`src/hw/rtl/descending_key_record_sorter_top_defines.svh`:
```
// ----------------------------------------------------------------------------
// Assertion macros for the descending key record sorter
// Each macro checks on the rising edge of clk and is disabled during rst.
// ----------------------------------------------------------------------------
`ifndef DESCENDING_KEY_RECORD_SORTER_TOP_DEFINES_SVH
`define DESCENDING_KEY_RECORD_SORTER_TOP_DEFINES_SVH

// Check a condition at every clock edge
`define DKRS_ASSERT_ALWAYS(label, cond, msg) \
  label: assert property (@(posedge clk) disable iff (rst) (cond)) else $error(msg);

// Check that a trigger is followed by a condition in the next cycle
`define DKRS_ASSERT_NEXT(label, ante, cons, msg) \
  label: assert property (@(posedge clk) disable iff (rst) (ante) |=> (cons)) else $error(msg);

`endif

```
`src/hw/rtl/dkrs_pkg.sv`:
```
// ----------------------------------------------------------------------------
// dkrs_pkg
// Shared constants, record layouts and controller states for the sorter.
// ----------------------------------------------------------------------------
package dkrs_pkg;

  localparam int MAX_RECORDS  = 64;
  localparam int TAG_BITS     = 16;
  localparam int SCORE_BITS   = 7;
  localparam int OUT_TAG_BITS = 16;
  localparam int NUM_SCORES   = 1 << SCORE_BITS;
  localparam int IDX_BITS     = $clog2(MAX_RECORDS);
  localparam int CNT_BITS     = $clog2(MAX_RECORDS + 1);

  // One stored record with its link to the next record of equal score
  typedef struct packed {
    logic [SCORE_BITS-1:0] score;
    logic [TAG_BITS-1:0]   tag;
    logic                  nxt_v;
    logic [IDX_BITS-1:0]   nxt;
  } cell_t;

  // One result transaction handed to the output stage
  typedef struct packed {
    logic [SCORE_BITS-1:0]   score;
    logic [OUT_TAG_BITS-1:0] tag;
    logic                    last;
    logic                    ovf;
  } result_t;

  typedef enum logic [5:0] {
    ST_LOAD     = 6'b000001,
    ST_BUILD_RD = 6'b000010,
    ST_BUILD_HD = 6'b000100,
    ST_BUILD_WR = 6'b001000,
    ST_SCAN     = 6'b010000,
    ST_EMIT     = 6'b100000
  } state_t;

endpackage

```
`src/hw/rtl/dkrs_ram.sv`:
```
// ----------------------------------------------------------------------------
// dkrs_ram
// Simple dual-port synchronous RAM: one write port, one registered read port.
// ----------------------------------------------------------------------------
module dkrs_ram #(
  parameter int WIDTH = 8,
  parameter int DEPTH = 64,
  localparam int AW   = $clog2(DEPTH)
) (
  input  logic             clk,
  input  logic             we,
  input  logic [AW-1:0]    waddr,
  input  logic [WIDTH-1:0] wdata,
  input  logic             re,
  input  logic [AW-1:0]    raddr,
  output logic [WIDTH-1:0] rdata
);

  logic [WIDTH-1:0] mem [DEPTH];

  // Write on request
  always_ff @(posedge clk) begin
    if (we) begin
      mem[waddr] <= wdata;
    end
  end

  // Registered read, hold data between reads
  always_ff @(posedge clk) begin
    if (re) begin
      rdata <= mem[raddr];
    end
  end

endmodule

```
`src/hw/rtl/dkrs_out_stage.sv`:
```
// ----------------------------------------------------------------------------
// dkrs_out_stage
// Output register for result transactions with valid/stall handshake.
// ----------------------------------------------------------------------------
module dkrs_out_stage
  import dkrs_pkg::*;
(
  input  logic                    clk,
  input  logic                    rst,
  input  logic                    load,
  input  result_t                 res,
  output logic                    free,
  output logic                    out_valid,
  input  logic                    out_stall,
  output logic [SCORE_BITS-1:0]   out_score,
  output logic [OUT_TAG_BITS-1:0] out_tag,
  output logic                    out_last,
  output logic                    overflow
);

  result_t held;

  // Register is free when empty or when its transaction leaves this cycle
  assign free = !out_valid || !out_stall;

  // Track occupancy
  always_ff @(posedge clk) begin
    if (rst) begin
      out_valid <= 1'b0;
    end else if (load) begin
      out_valid <= 1'b1;
    end else if (!out_stall) begin
      out_valid <= 1'b0;
    end
  end

  // Capture payload
  always_ff @(posedge clk) begin
    if (load) begin
      held <= res;
    end
  end

  assign out_score = held.score;
  assign out_tag   = held.tag;
  assign out_last  = held.last;
  assign overflow  = held.ovf;

endmodule

```
`src/hw/rtl/descending_key_record_sorter_top.sv`:
```
// ----------------------------------------------------------------------------
// descending_key_record_sorter_top
// Collects a set of score/tag records and emits them in descending score
// order, equal scores in arrival order, with last and overflow marks.
// ----------------------------------------------------------------------------
// Records load one per cycle into a record RAM, in arrival order, until the
// transaction marked last closes the set; records beyond 64 are dropped and
// flag overflow on every result of that set. The input then stalls while a
// link pass walks the stored records from newest to oldest, taking each
// through the ST_BUILD_RD, ST_BUILD_HD and ST_BUILD_WR states and chaining
// it onto a per-score head RAM (128 entries, tracked by flip-flop valid
// bits, so no clearing pass is needed). Emission then steps the scores from
// 127 down to the lowest stored score, reads the head entry of each
// non-empty score and fetches its chain head, and delivers one result per
// cycle when the output does not stall. Loading of the next set starts as
// soon as the final result sits in the output register.
// ----------------------------------------------------------------------------
module descending_key_record_sorter_top
  import dkrs_pkg::*;
(
  input  logic                    clk,
  input  logic                    rst,
  input  logic                    in_valid,
  output logic                    in_stall,
  input  logic [SCORE_BITS-1:0]   key_score,
  input  logic [15:0]             record_tag,
  input  logic                    set_last,
  output logic                    out_valid,
  input  logic                    out_stall,
  output logic [SCORE_BITS-1:0]   out_score,
  output logic [OUT_TAG_BITS-1:0] out_tag,
  output logic                    out_last,
  output logic                    overflow
);

`include "descending_key_record_sorter_top_defines.svh"

  localparam int CELL_BITS = $bits(cell_t);

  state_t                state;
  state_t                state_next;
  logic [CNT_BITS-1:0]   count;
  logic [CNT_BITS-1:0]   cnt_m1;
  logic [CNT_BITS-1:0]   emitted;
  logic                  ovf_seen;
  logic [IDX_BITS-1:0]   idx;
  cell_t                 cur;
  logic [SCORE_BITS-1:0] scan_s;
  logic [NUM_SCORES-1:0] hv;

  logic                  in_acc;
  logic                  store;
  logic                  out_free;
  logic                  emit_load;
  logic                  set_idle;
  result_t               res;
  cell_t                 a_rcell;

  logic                  a_we;
  logic [IDX_BITS-1:0]   a_waddr;
  cell_t                 a_wcell;
  logic                  a_re;
  logic [IDX_BITS-1:0]   a_raddr;
  logic [CELL_BITS-1:0]  a_rdata;

  logic                  b_we;
  logic [SCORE_BITS-1:0] b_waddr;
  logic [IDX_BITS-1:0]   b_wdata;
  logic                  b_re;
  logic [SCORE_BITS-1:0] b_raddr;
  logic [IDX_BITS-1:0]   b_rdata;

  assign in_stall = (state != ST_LOAD);
  assign in_acc   = in_valid && !in_stall;
  assign store    = (count != CNT_BITS'(MAX_RECORDS));
  assign cnt_m1   = CNT_BITS'(count - CNT_BITS'(1));
  assign a_rcell  = cell_t'(a_rdata);
  assign set_idle = (count == '0) && (hv == '0) && !ovf_seen;

  // Record store, arrival order, with per-score links
  dkrs_ram #(
    .WIDTH (CELL_BITS),
    .DEPTH (MAX_RECORDS)
  ) u_rec_ram (
    .clk   (clk),
    .we    (a_we),
    .waddr (a_waddr),
    .wdata (a_wcell),
    .re    (a_re),
    .raddr (a_raddr),
    .rdata (a_rdata)
  );

  // Head of the record chain for each score
  dkrs_ram #(
    .WIDTH (IDX_BITS),
    .DEPTH (NUM_SCORES)
  ) u_head_ram (
    .clk   (clk),
    .we    (b_we),
    .waddr (b_waddr),
    .wdata (b_wdata),
    .re    (b_re),
    .raddr (b_raddr),
    .rdata (b_rdata)
  );

  // Output register
  dkrs_out_stage u_out (
    .clk       (clk),
    .rst       (rst),
    .load      (emit_load),
    .res       (res),
    .free      (out_free),
    .out_valid (out_valid),
    .out_stall (out_stall),
    .out_score (out_score),
    .out_tag   (out_tag),
    .out_last  (out_last),
    .overflow  (overflow)
  );

  // Build the result from the record just read
  always_comb begin
    res.score = a_rcell.score;
    res.tag   = OUT_TAG_BITS'(a_rcell.tag);
    res.last  = (emitted == cnt_m1);
    res.ovf   = ovf_seen;
  end

  // Drive RAM ports and sequence the set
  always_comb begin
    state_next    = state;
    a_we          = 1'b0;
    a_waddr       = count[IDX_BITS-1:0];
    a_wcell.score = key_score;
    a_wcell.tag   = TAG_BITS'(record_tag);
    a_wcell.nxt_v = 1'b0;
    a_wcell.nxt   = '0;
    a_re          = 1'b0;
    a_raddr       = idx;
    b_we          = 1'b0;
    b_waddr       = cur.score;
    b_wdata       = idx;
    b_re          = 1'b0;
    b_raddr       = a_rcell.score;
    emit_load     = 1'b0;
    unique case (state)
      ST_LOAD: begin
        a_we = in_acc && store;
        if (in_acc && set_last) begin
          state_next = ST_BUILD_RD;
        end
      end
      ST_BUILD_RD: begin
        a_re       = 1'b1;
        state_next = ST_BUILD_HD;
      end
      ST_BUILD_HD: begin
        b_re       = 1'b1;
        state_next = ST_BUILD_WR;
      end
      ST_BUILD_WR: begin
        // Prepend this record to its score chain
        a_we          = 1'b1;
        a_waddr       = idx;
        a_wcell.score = cur.score;
        a_wcell.tag   = cur.tag;
        a_wcell.nxt_v = hv[cur.score];
        a_wcell.nxt   = b_rdata;
        b_we          = 1'b1;
        state_next    = (idx == '0) ? ST_SCAN : ST_BUILD_RD;
      end
      ST_SCAN: begin
        b_raddr = scan_s;
        if (hv[scan_s]) begin
          b_re       = 1'b1;
          state_next = ST_EMIT;
        end
      end
      ST_EMIT: begin
        // First cycle after a head read fetches the chain head
        if (!cur.nxt_v) begin
          a_re    = 1'b1;
          a_raddr = b_rdata;
        end else if (out_free) begin
          emit_load = 1'b1;
          if (res.last) begin
            state_next = ST_LOAD;
          end else if (a_rcell.nxt_v) begin
            a_re    = 1'b1;
            a_raddr = a_rcell.nxt;
          end else begin
            state_next = ST_SCAN;
          end
        end
      end
      default: begin
        state_next = ST_LOAD;
      end
    endcase
  end

  // Control registers
  always_ff @(posedge clk) begin
    if (rst) begin
      state    <= ST_LOAD;
      count    <= '0;
      emitted  <= '0;
      ovf_seen <= 1'b0;
      hv       <= '0;
    end else begin
      state <= state_next;
      if (state == ST_LOAD && in_acc) begin
        if (store) begin
          count <= CNT_BITS'(count + CNT_BITS'(1));
        end else begin
          ovf_seen <= 1'b1;
        end
      end
      if (state == ST_BUILD_WR) begin
        hv[cur.score] <= 1'b1;
      end
      if (emit_load) begin
        if (res.last) begin
          count    <= '0;
          emitted  <= '0;
          ovf_seen <= 1'b0;
          hv       <= '0;
        end else begin
          emitted <= CNT_BITS'(emitted + CNT_BITS'(1));
        end
      end
    end
  end

  // Datapath registers
  always_ff @(posedge clk) begin
    unique case (state)
      ST_LOAD: begin
        if (in_acc && set_last) begin
          idx <= store ? count[IDX_BITS-1:0] : cnt_m1[IDX_BITS-1:0];
        end
      end
      ST_BUILD_RD: begin
      end
      ST_BUILD_HD: begin
        cur <= a_rcell;
      end
      ST_BUILD_WR: begin
        idx    <= IDX_BITS'(idx - IDX_BITS'(1));
        scan_s <= '1;
      end
      ST_SCAN: begin
        // Mark that the chain head is not yet fetched
        cur.nxt_v <= 1'b0;
        if (!hv[scan_s]) begin
          scan_s <= SCORE_BITS'(scan_s - SCORE_BITS'(1));
        end
      end
      ST_EMIT: begin
        if (!cur.nxt_v) begin
          cur.nxt_v <= 1'b1;
        end else if (emit_load && !res.last && !a_rcell.nxt_v) begin
          scan_s <= SCORE_BITS'(scan_s - SCORE_BITS'(1));
        end
      end
      default: begin
      end
    endcase
  end

  // Checks
  `DKRS_ASSERT_ALWAYS(a_count_bound, count <= CNT_BITS'(MAX_RECORDS), "count above capacity")
  `DKRS_ASSERT_ALWAYS(a_emit_range, (state != ST_EMIT) || (emitted < count), "emit past count")
  `DKRS_ASSERT_NEXT(a_set_clear, emit_load && res.last, set_idle, "set not cleared")
  `DKRS_ASSERT_NEXT(a_out_load, emit_load, out_valid, "output register lost a result")

endmodule
```
`config.mk`:
```
export PLATFORM = sky130hd
export DESIGN_NAME = descending_key_record_sorter_top
export DESIGN_NICKNAME = d
export VERILOG_FILES = /design/src/hw/rtl/dkrs_pkg.sv /design/src/hw/rtl/dkrs_ram.sv /design/src/hw/rtl/dkrs_out_stage.sv /design/src/hw/rtl/descending_key_record_sorter_top.sv
export VERILOG_INCLUDE_DIRS = /design/src /design/src/hw/rtl
export SDC_FILE = /design/constraint.sdc
export NUM_CORES = 2
export LEC_CHECK = 0
export BUFFER_PORTS_ARGS = -buffer_cell sky130_fd_sc_hd__buf_2
export CAP_MARGIN = 20
export CORE_MARGIN = 8
export CORE_UTILIZATION = 60
export CTS_BUF_LIST = sky130_fd_sc_hd__clkbuf_2
export CTS_CLUSTER_SIZE = 24
export DETAILED_ROUTE_END_ITERATION = 10
export GPL_TIMING_DRIVEN = 1
export PLACE_DENSITY_LB_ADDON = 0.12
export SETUP_SLACK_MARGIN = 0.15
export SLEW_MARGIN = 40
export SYNTH_ARGS = -nofsm -noshare
export SYNTH_HDL_FRONTEND = slang
export SYNTH_SLANG_ARGS = --single-unit
```
`constraint.sdc`:
```
create_clock -name clk -period 14.1 [get_ports clk]
set_input_delay 1.41 -clock clk [delete_from_list [all_inputs] [get_ports clk]]
set_output_delay 1.41 -clock clk [all_outputs]
set_load 0.01 [all_outputs]
```
# Yosys cells after proc, flatten, opt, wreduce, memory -nomap -nowiden
# Memories as Yosys holds them, arrays and structs flattened. A register that Yosys moved wholly into a read port is not among the register bits.
# Index checks and enable logic that the tools add are counted.
[totals]
input_bits = 28
mem_bits_rw = 2688
ff_bits = 212
out_inout_bits = 27
memories = 2
[op_classes]
eq_ne = 17
n_mux = 60
bitwise_logic = 1
reduce_logical = 20
add_sub_neg = 5
n_lt_le_gt_ge = 3
[memory_table]
columns = ["name", "words", "word_bits", "rd", "rd_clocked_by_memory_dff", "wr", "line_no", "rtl"]
rows = [
  ["u_rec_ram.mem", 64, 30, 1, 1, 1, "dkrs_ram.sv:19", "logic [WIDTH-1:0] mem [DEPTH];"],
  ["u_head_ram.mem", 128, 6, 1, 1, 1, "dkrs_ram.sv:19", ""],
]
[ops]
columns = ["operator", "n"]
rows = [
  ["128-bit 2-to-1 mux", 3],
  ["128-bit OR", 1],
  ["6-bit 2-to-1 mux", 14],
  ["7-bit 2-to-1 mux", 9],
  ["6-bit one-hot mux with 6 select lines", 1],
  ["30-bit 2-to-1 mux", 1],
  ["1-bit 2-to-1 mux", 22],
  ["7-bit one-hot mux with 3 select lines", 1],
  ["7-bit by 8-bit less-than comparator with 1-bit output (second input constant)", 2],
  ["7-bit by 1-bit adder with 7-bit output (second input constant)", 2],
  ["1-bit binary-select mux with 7-bit select", 2],
  ["7-bit by 1-bit subtractor with 7-bit output (second input constant)", 2],
  ["2-bit != test (second input constant)", 6],
  ["6-bit one-hot mux with 2 select lines", 1],
  ["1-bit demux with 7-bit select", 1],
  ["7-bit equality test", 1],
  ["7-bit by 1-bit >= comparator with 1-bit output (second input constant)", 1],
  ["1-bit logical AND", 7],
  ["7-bit != test (second input constant)", 1],
  ["6-bit by 1-bit equality test with 1-bit output (second input constant)", 1],
  ["6-bit by 2-bit equality test with 1-bit output (second input constant)", 1],
  ["6-bit by 3-bit equality test with 1-bit output (second input constant)", 1],
  ["6-bit by 4-bit equality test with 1-bit output (second input constant)", 1],
  ["6-bit by 5-bit equality test with 1-bit output (second input constant)", 1],
  ["16 further kinds", 23],
]

# Logic depth before layout (Yosys ltp)
[logic_depth]
depth_word = 10
depth_mapped = 16
ltp_nobuf = 12

# Modules after synthesis
# A second synthesis with hierarchy kept.
[hier_totals]
hier_cells = 5692
area_unflattened_um2 = 114662.5
[modules_own_cells]
columns = ["module", "area_each_um2", "cells_per_inst", "seq_area_each_um2", "n_inst"]
rows = [
  ["dkrs_ram at u_rec_ram", 74268.7, 3309, 58556.2, 1],
  ["dkrs_ram at u_head_ram", 29983.8, 1271, 23242.3, 1],
  ["descending_key_record_sorter_top", 9626.7, 1083, 4093.9, 1],
  ["dkrs_out_stage", 783.3, 29, 770.7, 1],
]

# Worst setup path after synthesis
# Ideal clock, no wire load.
[synth_path]
path_type = "register -> register"
startpoint = "reg count[0]"
endpoint = "reg u_rec_ram.rdata[0] (read register of u_rec_ram.mem), enable pin"
arrival_ns = 6.751
path_slack_ns = 6.769
required_time_ns = 13.521
stages_incl_launch_ff = 11
setup_time_ns = 0.579
path_cell_list = "dfxtp_1 > clkbuf_1 > inv_1 > ha_1 > nor3b_2 > and3_1 > o211ai_2 > nor3_2 > o21ai_0 > nand3b_1 > a2111oi_0"
[synth_lines]
columns = ["item", "line_no", "rtl"]
rows = [
  ["start, declared", "descending_key_record_sorter_top.sv:42", "logic [CNT_BITS-1:0] count;"],
  ["start signal, assigned", "descending_key_record_sorter_top.sv:216", "count <= CNT_BITS'(count + CNT_BITS'(1));"],
  ["end, declared", "dkrs_ram.sv:16", "output logic [WIDTH-1:0] rdata"],
]

# Final worst setup path
[layout_path]
startpoint = "reg state[0]"
endpoint = "reg u_rec_ram.rdata[17] (read register of u_rec_ram.mem), data pin"
[layout_via]
elab_chain_cells = 2
[layout_lines]
columns = ["item", "line_no", "rtl"]
rows = [
  ["start, declared", "descending_key_record_sorter_top.sv:40", "state_t state;"],
  ["start signal, assigned", "descending_key_record_sorter_top.sv:213", "state <= state_next;"],
  ["6-bit equality test / 6-bit by 2-bit equality test with 1-bit output (equally long branches)", "descending_key_record_sorter_top.sv:148", "unique case (state)"],
  ["1-bit one-hot mux with 2 select lines / 6-bit 2-to-1 mux (equally long branches)", "descending_key_record_sorter_top.sv:148", ""],
]
# Several ways; a longest one is shown, not always the timed one.
# A chain may end at the register's enable or synchronous reset.

==> metrics.txt <==
Post-Syn Area=120,000 um2; total of max-cap violations=0; asr flop ratio synth=0%; CP Launch Type=flip-flop; CTS resizes=0; Final nets=7,747; worst slack, placed=7.07 ns; Pleak=44.1 nW; io pins=55; antenna violations before repair=17; DR vias/cell=6.80; Max Used Layer=met5; fmax=150 MHz; total routed wirelength=333,000 um; DRC errors left=0; Relative slew margins=9.01%; number of global-route vias before repair=72,100; area growth from synthesis to final layout=8.72%; CTS Sinks=2,936; Clock transition at path regs=0.10 ns; Slew Viols, Final=0; Critical Path End Type=flip-flop; iteration count of the initial detailed-routing pass=6; Primary FF master, synth=edfxtp_1; Syn Area/Cell=16.5 um2; Final GP Congestion=0.882; Worst-Margin Slew=1.36 ns; routed via count=73,800; largest net degree at the start of global routing=161; met2 wire length=145,000 um; Die Ht=463 um; ANT nets after route=0; CP bufs+invs=5; total gr overflow=0; Placed Cells=9,631; EDFF count, synth=2,786; worst skew pair latency=2.03 ns; post-route non-filler standard cell count=10,900; fin util=65.4%; TritonCTS buffer count=718; setup slack after layout=7.44 ns; starting density of the core=60.1%; PD cells=135 nW/um2; Hold WC Path Type=in2reg; core footprint=199,000 um2; Final setup viols=0; total track usage=30.1%; Setup TNS Final=0 ns; Final period util=47.2%; Clock Tree Buf Depth=4; unrepaired setup endpoints after global routing=no; Netlist cell types=74; Root Driver=clkbuf_2; Tmin final=6.66 ns; hold-fix buffer count after cts=17; crit-path cells=or4b_4 > nor2_2 > nand3_2 > inv_2 > buf_4 > nand3b_1 > o21ai_4 > or3_4 > buf_12 > buf_16 > buf_6 > mux2i_1 > o221ai_1 > o31ai_1 > nand4_1; CP delay by family, top=simple AND/OR/NAND/NOR gates; Peak VDD IR=0.0000894 V; share of layout cells above drive strength 1=21.8%; Max FO, Critical Path=80; wire per inst=30.7 um; Mapped Nets=7,307; IO buf count=54; Die Width=463 um; final hold vios=0; Arr. time, crit path=8.35 ns; number of fill cells=14,100; skew final=0.145 ns; first-pass GRT wire length=484,000 um; # H-tree levels=6; routed metal-1 wire length=135,000 um; Seq cells post-synth=2,936; CP max stage delay=0.76 ns; status=finished, final reports clean; post-synthesis sequential area ratio=72.4%; Post-CTS Setup Bufs=0; Met3 Wirelength=45,100 um; post-DP HPWL=188,000 um; YS warnings=0; post-synthesis cell count=7,274; die footprint=214,000 um2; num rows=164; CTS tree=built; Req. time, crit path=15.80 ns; WS Path Type=reg2reg; First DRT Iteration DRCs=10,800; Worst path slowest cell=o31ai_1
==> registers in the layout, indices dropped and copies added, names as in the netlist, 6 cells and up <==
name and cells:
b_waddr 7, b_wdata 6, count 7, cur 17
emitted 7, hv 128, scan_s 7, state 6
u_head_ram.mem 768, u_head_ram.rdata 6, u_out.out_score 7, u_out.out_tag 16
u_rec_ram.mem 1920, u_rec_ram.rdata 30
==> tightest hold or removal path, cell delays in order <==
cell and delay (ns):
dlygate4sd3_1 0.52, buf_2 0.20, nor2_1 0.07
==> layout by cell type (no fill, tap or decap), types with 114 or more instances in the layout <==
cell type,count
edfxtp_1,2786
clkbuf_2,1045
mux2i_1,927
o211ai_1,727
nor2_1,429
o21ai_0,267
o22ai_1,251
mux4_2,209
buf_4,184
a22oi_1,168
dfxtp_1,150
o221ai_1,130
clkinv_1,125
nand2_1,114
==> synth_stat cells (all sizes together) (35+ instances only) <==
library cell,number,area [um2]
edfxtp,2786,83700
mux2i,933,9340
o211ai,728,5470
nor2,504,1890
clkbuf,405,1540
o21ai,269,1350
o22ai,251,1570
mux4,209,4710
buf,178,1150
a22oi,168,1260
dfxtp,150,3000
nand2,145,544
o221ai,130,1140
o31ai,124,936
nand4,50,313
a21oi,35,183
==> worst paths after layout <==
| check | depth (start not counted) | startpoint | to | slack [ns] |
|---|---|---|---|---|
| max | 15 | state[0] | u_rec_ram.rdata[17] | 7.44 |
| min | 3 | rst | state[5] | 0.26 |
| max reg2reg | 15 | state[0] | u_rec_ram.rdata[17] | 7.44 |
| min reg2reg | 0 | u_rec_ram.rdata[7] | cur[7] | 0.45 |
==> through the flow <==
step	power, mW	hold slack [ns]	instance area [um2]
after global placement	12.2	0.435	123000
after CTS	17.7	0.000104	130000
after floorplan	11.5	0.409	120000
after global routing	18.3	0.124	130000
final	17.6	0.264	130000
after detailed placement	12.3	0.435	124000
==> power by group <==
group | internal [mW] | switching [mW] | leakage, nW
Sequential | 9.67 | 0.0594 | 26.7
Clock | 2.12 | 3.31 | 4.76
Combinational | 0.835 | 1.62 | 12.7
Total | 12.6 | 4.99 | 44.1
==> layout make-up <==
cell class                 count  area, um2  share of cell area [%]
antenna                        8       20.0                  0.0154
clock buffer                1045       5230                    4.02
clock inverter               164        897                   0.689
inverter                      10       45.0                  0.0346
multi-input combinational   3745      31300                    24.1
sequential                  2936      86700                    66.6
tap                         2656       3320                    2.55
timing repair buffer         303       2610                    2.00
==> cell families after synthesis <==
group | synth area share, %
AO/OA/AOI/OAI | 10.3
XOR/XNOR | 0.210
adder cells (fa/ha/maj) | 0.0523
buffers and inverters | 2.28
flip-flops | 72.4
multiplexers | 11.9
AND/OR/NAND/NOR | 2.88
==> layer usage <==
| metal | vias up | global-route usage (%) |
|---|---|---|
| met1 | 37300 | 45.3 |
| met3 | 606 | 8.85 |
| met5 | - | 0 |
| met2 | 4992 | 43.2 |
| met4 | 8 | 8.80 |
| li1 | 31000 | - |
Note: power is estimated with default switching activity, not from simulation.
